[src/rle26_pkg.sv]
`default_nettype none
package rle26_pkg;

    localparam int unsigned MAX_RUN_DEFAULT = 675;

    localparam int unsigned VALUE_W   = 5;
    localparam int unsigned LEN_W     = 10;
    localparam int unsigned CHAR_W    = 8;
    localparam int unsigned RUN_CHARS = 3;
    localparam int unsigned SLOTS     = 5;
    localparam int unsigned SLOT_IDX_W = $clog2(SLOTS);

    localparam logic [CHAR_W-1:0] CH_COUNT_BASE = 8'd97;
    localparam logic [CHAR_W-1:0] CH_VALUE_BASE = 8'd65;
    localparam logic [CHAR_W-1:0] CH_NEWLINE    = 8'd10;
    localparam logic [LEN_W-1:0]  ONE_LETTER_MAX = 10'd25;
    localparam logic [4:0]        RADIX          = 5'd26;

    // 2521 / 65536 approximates 1/26 closely enough for every 10-bit length.
    localparam logic [11:0] RECIP_26 = 12'd2521;
    localparam int unsigned RECIP_SHIFT = 16;

    typedef logic [VALUE_W-1:0] t_value;
    typedef logic [LEN_W-1:0]   t_len;
    typedef logic [CHAR_W-1:0]  t_char;

    typedef struct packed {
        logic [RUN_CHARS-1:0][CHAR_W-1:0] ch;
        logic [1:0]                       cnt;
    } t_run_text;

    typedef struct packed {
        logic [SLOTS-1:0][CHAR_W-1:0] ch;
        logic [SLOT_IDX_W-1:0]        cnt;
    } t_burst;

    // Text for one run: high count letter, low count letter, value letter,
    // with the count letters dropped for short runs. ch[0] goes out first.
    function automatic t_run_text run_text(input t_len len, input t_value val);
        t_run_text  res;
        logic [21:0] prod;
        logic [4:0]  quo;
        logic [9:0]  qx26;
        logic [4:0]  rem;
        t_char       hi_ch;
        t_char       lo_ch;
        t_char       val_ch;
        prod   = {12'd0, len} * {10'd0, RECIP_26};
        quo    = 5'(prod >> RECIP_SHIFT);
        qx26   = 10'({5'd0, quo} * {5'd0, RADIX});
        rem    = 5'(len - qx26);
        hi_ch  = CH_COUNT_BASE + {3'd0, quo};
        lo_ch  = CH_COUNT_BASE + {3'd0, rem};
        val_ch = CH_VALUE_BASE + {3'd0, val};
        res.ch = '0;
        if (len > ONE_LETTER_MAX) begin
            res.ch[0] = hi_ch;
            res.ch[1] = lo_ch;
            res.ch[2] = val_ch;
            res.cnt   = 2'd3;
        end else if (len > 10'd1) begin
            res.ch[0] = lo_ch;
            res.ch[1] = val_ch;
            res.cnt   = 2'd2;
        end else begin
            res.ch[0] = val_ch;
            res.cnt   = 2'd1;
        end
        return res;
    endfunction

endpackage
`default_nettype wire

[src/rle26_run_stage.sv]
`default_nettype none
module rle26_run_stage #(
    parameter int unsigned MAX_RUN = rle26_pkg::MAX_RUN_DEFAULT
) (
    input  wire                    i_clk,
    input  wire                    i_rst_n,
    input  wire                    i_accept,
    input  wire rle26_pkg::t_value i_tile_value,
    input  wire                    i_row_end,
    output rle26_pkg::t_burst      o_burst
);
    import rle26_pkg::*;

    localparam t_len MaxLen = LEN_W'(MAX_RUN);

    t_value    r_run_value;
    t_len      r_run_length;
    t_value    n_run_value;
    t_len      n_run_length;

    logic      run_open;
    logic      run_break;
    t_len      grown_len;
    logic      close_run;
    t_run_text old_text;
    t_run_text new_text;
    logic [1:0] na;
    logic [1:0] nb;
    logic      nl;

    always_comb begin
        run_open  = (r_run_length != '0);
        run_break = run_open && (i_tile_value != r_run_value);

        if (!run_open || run_break) begin
            n_run_value = i_tile_value;
            grown_len   = 10'd1;
        end else begin
            n_run_value = r_run_value;
            grown_len   = r_run_length + 10'd1;
        end

        close_run    = (grown_len >= MaxLen) || i_row_end;
        n_run_length = close_run ? '0 : grown_len;

        old_text = run_text(r_run_length, r_run_value);
        new_text = run_text(grown_len, n_run_value);
        na = run_break ? old_text.cnt : 2'd0;
        nb = close_run ? new_text.cnt : 2'd0;
        nl = i_row_end;
    end

    // Pack the closed old run, the closed current run and the newline into
    // consecutive slots.
    always_comb begin
        logic [SLOT_IDX_W-1:0] idx;
        logic [SLOT_IDX_W-1:0] off;
        o_burst.ch = '0;
        for (int i = 0; i < SLOTS; i++) begin
            idx = SLOT_IDX_W'(i);
            off = idx - {1'b0, na};
            if (idx < {1'b0, na}) begin
                o_burst.ch[i] = old_text.ch[idx[1:0]];
            end else if (off < {1'b0, nb}) begin
                o_burst.ch[i] = new_text.ch[off[1:0]];
            end else begin
                o_burst.ch[i] = CH_NEWLINE;
            end
        end
        o_burst.cnt = {1'b0, na} + {1'b0, nb} + {2'd0, nl};
    end

    always_ff @(posedge i_clk) begin
        if (!i_rst_n) begin
            r_run_value  <= '0;
            r_run_length <= '0;
        end else if (i_accept) begin
            r_run_value  <= n_run_value;
            r_run_length <= n_run_length;
        end
    end

    a_len_below_max: assert property (@(posedge i_clk) disable iff (!i_rst_n)
        r_run_length < MaxLen)
        else $error("open run reached the maximum length");

    a_row_end_closes: assert property (@(posedge i_clk) disable iff (!i_rst_n)
        i_accept && i_row_end |=> r_run_length == '0)
        else $error("row end left a run open");

    a_burst_size: assert property (@(posedge i_clk) disable iff (!i_rst_n)
        o_burst.cnt <= SLOT_IDX_W'(SLOTS))
        else $error("burst exceeds slot count");

endmodule
`default_nettype wire

[src/rle26_burst_out.sv]
`default_nettype none
module rle26_burst_out (
    input  wire                    i_clk,
    input  wire                    i_rst_n,
    input  wire                    i_load,
    input  wire rle26_pkg::t_burst i_burst,
    output logic                   o_free,
    output logic                   o_out_valid,
    input  wire                    i_out_stall,
    output rle26_pkg::t_char       o_text_char,
    output logic                   o_burst_last
);
    import rle26_pkg::*;

    logic [SLOTS-1:0][CHAR_W-1:0] r_chars;
    logic [SLOT_IDX_W-1:0]        r_cnt;
    logic [SLOT_IDX_W-1:0]        r_idx;
    logic                         r_busy;

    logic take;
    logic at_last;

    assign at_last      = (r_idx == r_cnt - SLOT_IDX_W'(1));
    assign take         = r_busy && !i_out_stall;
    assign o_free       = !r_busy || (take && at_last);
    assign o_out_valid  = r_busy;
    assign o_text_char  = r_chars[r_idx];
    assign o_burst_last = at_last;

    always_ff @(posedge i_clk) begin
        if (!i_rst_n) begin
            r_busy <= 1'b0;
            r_idx  <= '0;
            r_cnt  <= '0;
        end else if (i_load) begin
            // The caller loads only when o_free is high.
            r_busy <= 1'b1;
            r_idx  <= '0;
            r_cnt  <= i_burst.cnt;
        end else if (take) begin
            if (at_last) begin
                r_busy <= 1'b0;
            end else begin
                r_idx <= r_idx + SLOT_IDX_W'(1);
            end
        end
    end

    always_ff @(posedge i_clk) begin
        if (i_load) begin
            r_chars <= i_burst.ch;
        end
    end

    a_idx_in_burst: assert property (@(posedge i_clk) disable iff (!i_rst_n)
        r_busy |-> (r_cnt != '0) && (r_idx < r_cnt))
        else $error("character index outside the loaded burst");

    a_load_when_free: assert property (@(posedge i_clk) disable iff (!i_rst_n)
        i_load |-> o_free && (i_burst.cnt != '0))
        else $error("burst loaded over a pending one");

    a_step_on_take: assert property (@(posedge i_clk) disable iff (!i_rst_n)
        take && !at_last |=> r_busy && (r_idx == $past(r_idx) + SLOT_IDX_W'(1)))
        else $error("serializer did not advance");

endmodule
`default_nettype wire

[src/rle_row_encoder_base26_core.sv]
// Run-length row encoder with base-26 text output.
// Input channel: i_in_valid / o_in_stall carry one tile beat (i_tile_value,
// i_row_end). Output channel: o_out_valid / i_out_stall carry one character
// beat (o_text_char, o_burst_last). A beat moves on a rising edge where
// valid is high and stall is low.
// An accepted tile updates the open run in the same cycle and, when it
// closes a run or ends a row, loads a burst of one to five characters into
// the output register. The first character is valid the cycle after the tile
// is taken; the rest follow one per cycle while the receiver does not stall,
// and o_burst_last marks the final character of the burst.
// A tile that only extends a run produces no character; such tiles flow at
// one per cycle while no burst is pending. A tile that produces characters
// holds the output register until its last character leaves; the next tile is
// taken in the cycle the last character of the previous burst leaves, so a
// stall-free one-character-per-tile stream also runs at one tile per cycle.
// o_in_stall is high while a burst is pending and its last character cannot
// leave in that cycle, whether or not the next tile produces characters.
// When the receiver stalls, the pending character holds.
// Reset (i_rst_n low, synchronous) closes any open run and drops any
// pending characters.
`default_nettype none
module rle_row_encoder_base26_core #(
    parameter int unsigned MAX_RUN = rle26_pkg::MAX_RUN_DEFAULT
) (
    input  wire                    i_clk,
    input  wire                    i_rst_n,
    input  wire                    i_in_valid,
    output logic                   o_in_stall,
    input  wire rle26_pkg::t_value i_tile_value,
    input  wire                    i_row_end,
    output logic                   o_out_valid,
    input  wire                    i_out_stall,
    output rle26_pkg::t_char       o_text_char,
    output logic                   o_burst_last
);
    import rle26_pkg::*;

    t_burst burst;
    logic   out_free;
    logic   in_accept;
    logic   load;

    assign o_in_stall = !out_free;
    assign in_accept  = i_in_valid && out_free;
    assign load       = in_accept && (burst.cnt != '0);

    rle26_run_stage #(
        .MAX_RUN (MAX_RUN)
    ) u_run_stage (
        .i_clk        (i_clk),
        .i_rst_n      (i_rst_n),
        .i_accept     (in_accept),
        .i_tile_value (i_tile_value),
        .i_row_end    (i_row_end),
        .o_burst      (burst)
    );

    rle26_burst_out u_burst_out (
        .i_clk        (i_clk),
        .i_rst_n      (i_rst_n),
        .i_load       (load),
        .i_burst      (burst),
        .o_free       (out_free),
        .o_out_valid  (o_out_valid),
        .i_out_stall  (i_out_stall),
        .o_text_char  (o_text_char),
        .o_burst_last (o_burst_last)
    );

endmodule
`default_nettype wire

[config.mk]
export PLATFORM = sky130hd
export DESIGN_NAME = rle_row_encoder_base26_core
export DESIGN_NICKNAME = d
export VERILOG_FILES = /design/src/rle26_pkg.sv /design/src/rle26_run_stage.sv /design/src/rle26_burst_out.sv /design/src/rle_row_encoder_base26_core.sv
export SDC_FILE = /design/constraint.sdc
export NUM_CORES = 1
export LEC_CHECK = 0
export BUFFER_PORTS_ARGS = -buffer_cell sky130_fd_sc_hd__buf_2
export CORE_AREA = 5 5 175 177
export CTS_CLUSTER_SIZE = 14
export DETAILED_ROUTE_END_ITERATION = 16
export DIE_AREA = 0 0 180 182
export GPL_ROUTABILITY_DRIVEN = 0
export PLACE_DENSITY = 0.46
export SYNTH_ARGS = -nofsm -noshare
export SYNTH_HDL_FRONTEND = slang
export SYNTH_SLANG_ARGS = --single-unit
[constraint.sdc]
create_clock -name i_clk -period 9.2 [get_ports i_clk]
set_clock_uncertainty 0.05 [all_clocks]
set_input_delay 0.92 -clock i_clk [delete_from_list [all_inputs] [get_ports i_clk]]
set_output_delay 0.92 -clock i_clk [all_outputs]
set_load 0.05 [all_outputs]
==> flow_metrics.env, run 1 <==
export IMPL_outcome="finished, final reports clean"
export IMPL_multi_input_comb_area_sq_um=7099
export IMPL_drive_gt1_share_pct=10.33
export IMPL_synth_largest_area_cell="ha_1"
export IMPL_drc_errors=0
export IMPL_clk_path_buf_depth=2
export IMPL_worst_pin_slew_ns=1.030
export IMPL_synthArstFlopShare_pct=0
export IMPL_track_usage_pct=16.73
export IMPL_p_sw_uw=255.5
export IMPL_synth_nets=1268
export IMPL_rsz0062_at_grt="no"
export IMPL_peakVddDrop_uv=54.24
export IMPL_cp_max_fo=6
export IMPL_fin_crit_ns=8.517
export IMPL_synth_warnings=0
export IMPL_die_w_um=180
export IMPL_total_power_uw=804.7
export IMPL_clock_latency_ns=0.34
export IMPL_die_height_um=182
export IMPL_crit_required_ns=9.34
export IMPL_synth_xor_area_share_pct=5.961
export IMPL_switching_share_pct=31.76
export IMPL_cp_common_cell="inv_1"
export IMPL_synth_top_cell_area_share_pct=21.25
export IMPL_synthMuxAreaShare_pct=2.833
export IMPL_worstSetupPathType="register to register"
export IMPL_avgViaCountPerCell=5.218
export IMPL_cp_arrival_ns=8.66
export IMPL_cts_setup_buffers=0
export IMPL_numPortBuffers=20
export IMPL_ys_flop_type="edfxtp_1"
export IMPL_slowest_delay_ns=0.53
export IMPL_final_max_slew_violation_count=0
export IMPL_wl_per_cell_um=18.68
export IMPL_dieArea_sq_um=32760
export IMPL_synth_distinct_cells=91
export IMPL_root_buffer="clkbuf_16"
export IMPL_drt_pass1_iterations=5
export IMPL_final_nets=1293
export IMPL_dp_hpwl_um=22340
export IMPL_pwr_share_clk_pct=39.1
export IMPL_finalCritPeriodShare_pct=92.58
export IMPL_grt_antenna_before_repair=2
export IMPL_grt_pass1_vias=7721
export IMPL_grt_pass1_wl_um=43820
export IMPL_cap_violations=0
export IMPL_start_kind="register"
export IMPL_ioPinCount=21
export IMPL_clock_sinks=62
export IMPL_tritoncts="done"
export IMPL_ys_ff_latch=62
export IMPL_ys_seq_area_share_pct=17.54
export IMPL_syn_area_per_cell_sq_um=9.045
export IMPL_p_per_area_nw_per_um2=77.93
export IMPL_synth_area_leaders="ha_1 (21%), fa_1 (14%), edfxtp_1 (13%)"
export IMPL_grt_max_degree=41
export IMPL_drt_initial_drc_count=486
export IMPL_grt_overflow=0
export IMPL_area_growth_pct=10.29
export IMPL_synth_compound_area_share_pct=17.25
export IMPL_finalSetupViolCount=0
export IMPL_synth_cells=1035
export IMPL_regArea_sq_um=1642
export IMPL_num_vias=7597
export IMPL_yosys_area_share_simple_pct=14.58
export IMPL_cts_clk_slew_worst_paths_ns=0.06
export IMPL_netlist_area_sq_um=9361
export IMPL_tns_ns=0
export IMPL_htree_levels=3
export IMPL_ant_nets=0
export IMPL_share_comb_of_total_power_pct=20.2
export IMPL_final_hold_viol_count=0
export IMPL_initial_core_util_pct=32.18
export IMPL_cp_end_kind="register"
export IMPL_rows=63
export IMPL_core_sq_um=29090
export IMPL_hold_ws_ns=0.4947
export IMPL_critPathSlowestCell="fa_1"
export IMPL_cts_buffers=9
export IMPL_hp_class="register to register"
export IMPL_max_slew_margin_pct=31.34
export IMPL_seqPwrFrac_pct=40.7
export IMPL_synth_edf_count=40
export IMPL_drt_total_wl_um=27200
export IMPL_p_int_uw=549.1
export IMPL_synth_top_family_by_area="adder cells"
export IMPL_synth_fa_ha_area_share_pct=34.94
export IMPL_fmax_ghz=0.1174
export IMPL_fillerInstances=2979
export IMPL_leakage_uw=0.004927
[cells in the final DEF, fill, tap and decap left out, types with 5 or more instances in the layout]
master | synthesis | final
dfxtp_1 | 22 | 22
fa_1 | 64 | 64
a21oi_1 | 39 | 38
a21o_1 | 10 | 10
a31oi_1 | 13 | 13
nand2_1 | 76 | 76
ha_1 | 159 | 159
buf_4 | 2 | 34
nor2_1 | 60 | 60
a211o_1 | 5 | 5
edfxtp_1 | 40 | 40
clkbuf_16 | 0 | 9
mux2i_1 | 22 | 22
a22oi_1 | 13 | 13
xnor2_1 | 44 | 43
inv_1 | 122 | 121
nand2b_1 | 10 | 10
nor3_1 | 9 | 9
nand3_1 | 40 | 40
o21ai_0 | 40 | 40
o22ai_1 | 21 | 21
and2_1 | 10 | 10
and3_1 | 10 | 10
a221oi_1 | 5 | 5
buf_2 | 1 | 20
nand4_1 | 7 | 7
xor2_1 | 12 | 12
nor2b_1 | 10 | 10
a21boi_0 | 21 | 21
or2_2 | 5 | 5
[what timing repair did]
| action | 4_1_cts | 5_1_grt |
|---|---|---|
| setup endpoints to repair | 0 | 22 |
| gates resized for setup | 0 | 5 |
| hold buffers | 0 | 0 |
[kinds of logic (layout without fill, tap and decap cells)]
family / count (synthesis) / in the layout
muxes: 25 / 25
buffers and inverters: 163 / 193
and+or+nand+nor: 271 / 271
DFF: 62 / 62
other: 0 / 1
adders and majority gates: 223 / 223
AOI/OAI and AO/OA: 232 / 232
xor gates and xnor gates: 59 / 59
[cell type report]
class | count | share of cell area [%]
antenna | 1 | 0.02424
multi-input combinational | 810 | 68.76
inverter | 123 | 4.472
tap | 390 | 4.726
clock inverter | 7 | 0.4968
sequential | 62 | 15.90
timing repair buffer | 54 | 3.442
clock buffer | 9 | 2.181
[metrics by stage]
| step | setup slack (ns) | instance area, sq um | std cells | utilization (%) |
|---|---|---|---|---|
| 2_1_floorplan | 0.3909 | 9361 | 1035 | - |
| 3_3_place_gp | 0.2857 | 10020 | 1439 | 34.46 |
| 3_5_place_dp | 0.2191 | 10020 | 1439 | 34.46 |
| 4_1_cts | 0.4114 | 10300 | 1455 | 35.42 |
| 5_1_grt | 0.05446 | 10320 | 1456 | 35.50 |
| 6_report | 0.6830 | 10320 | 1456 | 35.50 |
[flip-flops by register name (all words and copies together), names as in the netlist]
signal,cells
u_burst_out.r_chars,40
u_run_stage.r_run_length,10
u_run_stage.r_run_value,5
u_burst_out.r_cnt,3
u_burst_out.r_idx,3
u_burst_out.o_out_valid,1
[metal layers]
| layer | global-route usage [%] | vias to the layer above | share of wire (%) |
|---|---|---|---|
| li1 | - | 3724 | - |
| met1 | 23.69 | 3653 | 48 |
| met2 | 27.36 | 192 | 46 |
| met3 | 2.003 | 26 | 4.6 |
| met4 | 3.993 | 2 | 1.8 |
| met5 | 0 | - | 0.048 |
[cell usage after synthesis, types with 4 or more instances]
library cell and instances:
nand2_1 76, a21oi_1 39, and2_1 10, nor2b_1 10, nand3b_1 4, nor2_1 60
a21boi_0 21, a21o_1 10, a22oi_1 13, xnor2_1 44, o211a_1 4, dfxtp_1 22
a221oi_1 5, mux2i_1 22, nand2b_1 10, clkbuf_1 31, nand4_1 7, o211ai_1 4
inv_1 122, xor2_1 12, a31oi_1 13, o2bb2ai_1 4, nor3_1 9, and3_1 10
fa_1 64, a211o_1 5, or2_2 5, edfxtp_1 40, nand3_1 40, o21ai_0 40
o22ai_1 21, or3_1 4, ha_1 159
[worst max-delay path: cells and delay by family (launching register included)]
| family | cells | cell delay [ns] |
|---|---|---|
| compound gates | 8 | 1.79 |
| flops | 1 | 0.33 |
| buf+inv | 8 | 0.60 |
| xor+xnor | 1 | 0.19 |
| fa+ha+maj | 9 | 3.27 |
| simple gates | 7 | 2.12 |
[path summary, 6_finish.rpt]
check	start	slack, ns	end	depth (start not counted)
max	u_run_stage.r_run_length[8]	0.68	u_burst_out.r_chars[36]	33
min	u_burst_out.r_cnt[1]	0.49	u_burst_out.r_cnt[1]	2
min reg2reg	u_burst_out.r_cnt[1]	0.49	u_burst_out.r_cnt[1]	2
max reg2reg	u_run_stage.r_run_length[8]	0.68	u_burst_out.r_chars[36]	33
[power by group through the flow]
stage	clock network, uW	registers (uW)	logic [uW]
finish	315	328	163
global route	335	329	177
CTS	322	328	162
detailed placement	0	334	161
global placement	0	333	162
floorplan	0	332	113
No activity file was read; power rests on OpenSTA's default activity.
==> run 2, diff against run 1 <==
--- a/config.mk
+++ b/config.mk
@@ -11,7 +11,9 @@
 export DETAILED_ROUTE_END_ITERATION = 16
 export DIE_AREA = 0 0 180 182
 export GPL_ROUTABILITY_DRIVEN = 0
+export HOLD_SLACK_MARGIN = 0.1
 export PLACE_DENSITY = 0.46
+export REMOVE_ABC_BUFFERS = 1
 export SYNTH_ARGS = -nofsm -noshare
 export SYNTH_HDL_FRONTEND = slang
 export SYNTH_SLANG_ARGS = --single-unit
==> run 2 against run 1 <==
  * First-iteration DRC count up 7.2%
  * Global-route usage down 0.33 points
  * Core utilization about the same
  * Register-to-register slack worse by 0.12 ns
  * Sequential share of layout area about the same
==> flow_metrics.env, run 2 (same netlist as run 1, synthesis figures left out) <==
export IMPL_outcome="finished, final reports clean"
export IMPL_reg_largest_list="u_burst_out.r_chars x40, u_run_stage.r_run_length x10, u_run_stage.r_run_value x5"
export IMPL_p_int_uw=577.7
export IMPL_drt_initial_drc_count=521
export IMPL_root_buffer="clkbuf_16"
export IMPL_drive_gt1_share_pct=9.953
export IMPL_cts_hold_buf=0
export IMPL_drc_errors=0
export IMPL_leakage_uw=0.004930
export IMPL_p_per_area_nw_per_um2=80.64
export IMPL_wl_per_cell_um=18.47
export IMPL_num_vias=7526
export IMPL_grt_pass1_wl_um=42620
export IMPL_pwr_share_clk_pct=41.1
export IMPL_slowest_delay_ns=0.57
export IMPL_tritoncts="done"
export IMPL_antenna_cells=0
export IMPL_numPortBuffers=20
export IMPL_worst_pin_slew_ns=1.261
export IMPL_p_sw_uw=255.4
export IMPL_peakVddDrop_uv=57.78
export IMPL_clock_latency_ns=0.34
export IMPL_final_max_slew_violation_count=0
export IMPL_fillerInstances=2993
export IMPL_grt_antenna_before_repair=0
export IMPL_cp_max_fo=8
export IMPL_htree_levels=3
export IMPL_worstSetupPathType="register to register"
export IMPL_clock_sinks=62
export IMPL_max_slew_margin_pct=13.74
export IMPL_finalSetupViolCount=0
export IMPL_ant_nets=0
export IMPL_largest_reg_flops=40
export IMPL_dieArea_sq_um=32760
export IMPL_regArea_sq_um=1642
export IMPL_ioPinCount=21
export IMPL_grt_max_degree=41
export IMPL_track_usage_pct=16.40
export IMPL_cp_arrival_ns=8.70
export IMPL_cp_common_cell="inv_1"
export IMPL_place_inst=1439
export IMPL_final_common_cell="ha_1"
export IMPL_core_sq_um=29090
export IMPL_final_nets=1293
export IMPL_avgViaCountPerCell=5.173
export IMPL_drt_pass1_iterations=5
export IMPL_cp_end_kind="register"
export IMPL_fin_cells=1455
export IMPL_final_cell_mix="ha_1 (159), inv_1 (122), nand2_1 (76), fa_1 (64), nor2_1 (60)"
export IMPL_cts_buffers=9
export IMPL_grt_overflow=0
export IMPL_dp_hpwl_um=22130
export IMPL_area_growth_pct=10.36
export IMPL_cts_clk_slew_worst_paths_ns=0.06
export IMPL_tns_ns=0
export IMPL_cap_violations=0
export IMPL_critPathSlowestCell="or3_2"
export IMPL_drt_total_wl_um=26870
export IMPL_seqPwrFrac_pct=39.3
export IMPL_fmax_ghz=0.1158
export IMPL_top_register="u_burst_out.r_chars"
export IMPL_switching_share_pct=30.65
export IMPL_die_w_um=180
export IMPL_finalCritPeriodShare_pct=93.84
export IMPL_rows=63
export IMPL_start_kind="register"
export IMPL_clk_path_buf_depth=2
export IMPL_initial_core_util_pct=32.18
export IMPL_fin_crit_ns=8.633
export IMPL_share_comb_of_total_power_pct=19.6
export IMPL_die_height_um=182
export IMPL_hold_ws_ns=0.4858
export IMPL_final_hold_viol_count=0
export IMPL_rsz0062_at_grt="no"
export IMPL_hp_class="register to register"
export IMPL_grt_pass1_vias=7445
export IMPL_total_power_uw=833.1
export IMPL_crit_required_ns=9.27
export IMPL_multi_input_comb_area_sq_um=7086
==> run 2: cell count changes in the layout (fill, tap and decap cells not counted), sizes merged <==
| cell | delta |
|---|---|
| inv | +1 |
| clkinvlp | +1 |
| clkinv | -3 |
| diode | -1 |
| bufinv | +1 |
==> run 2: final timing paths <==
kind	startpoint	to	slack, ns	cells after the start
max reg2reg	u_run_stage.r_run_length[5]	u_burst_out.r_chars[20]	0.57	32
min reg2reg	u_burst_out.r_cnt[1]	u_burst_out.r_cnt[1]	0.49	2
min	u_burst_out.r_cnt[1]	u_burst_out.r_cnt[1]	0.49	2
max	u_run_stage.r_run_length[5]	u_burst_out.r_chars[20]	0.57	32
==> run 2: worst max-delay path, delay by kind of cell (launching register included) <==
family / cells / cell delay [ns]
DFF: 1 / 0.33
buffers and inverters: 8 / 0.74
and+or+nand+nor: 6 / 1.95
muxes: 1 / 0.14
AOI/OAI and AO/OA: 7 / 1.90
xor gates and xnor gates: 1 / 0.33
adders and majority gates: 9 / 2.97
==> run 2: layout make-up <==
type / count / area share (%)
clock buffers: 9 / 2.180
repair buffers: 54 / 3.439
inverters: 123 / 4.469
multi-input cells: 810 / 68.58
flip-flops and latches: 62 / 15.89
clock inverters: 7 / 0.7145
well taps: 390 / 4.723
==> run 2: power groups by stage <==
stage,Sequential (uW),Clock [uW],Combinational (uW)
after floorplan,335,0,104
after detailed placement,334,0,162
after global placement,333,0,164
after global routing,329,364,178
after CTS,328,352,163
final,328,343,163
==> run 2: per-layer routing <==
metal,wire [um],vias up,GRT usage (%)
li1,-,3717,-
met1,13010,3607,23.47
met2,12140,186,26.33
met3,1444,16,2.865
met4,274,0,2.895
met5,0,-,0
==> run 2: per-stage QoR <==
stage                     setup WS (ns)  utilization [%]  instance area [sq um]
after floorplan                  0.5080                -                   9178
after global placement           0.2100            34.46                  10020
after detailed placement         0.1509            34.46                  10020
after CTS                        0.3845            35.49                  10320
after global routing           0.008558            35.52                  10330
final                            0.5666            35.52                  10330
==> run 2: what timing repair did <==
action                                  in CTS  in global routing
setup buffers                                0                  0
resized for setup                            0                  3
endpoints found under the setup margin       0                 22
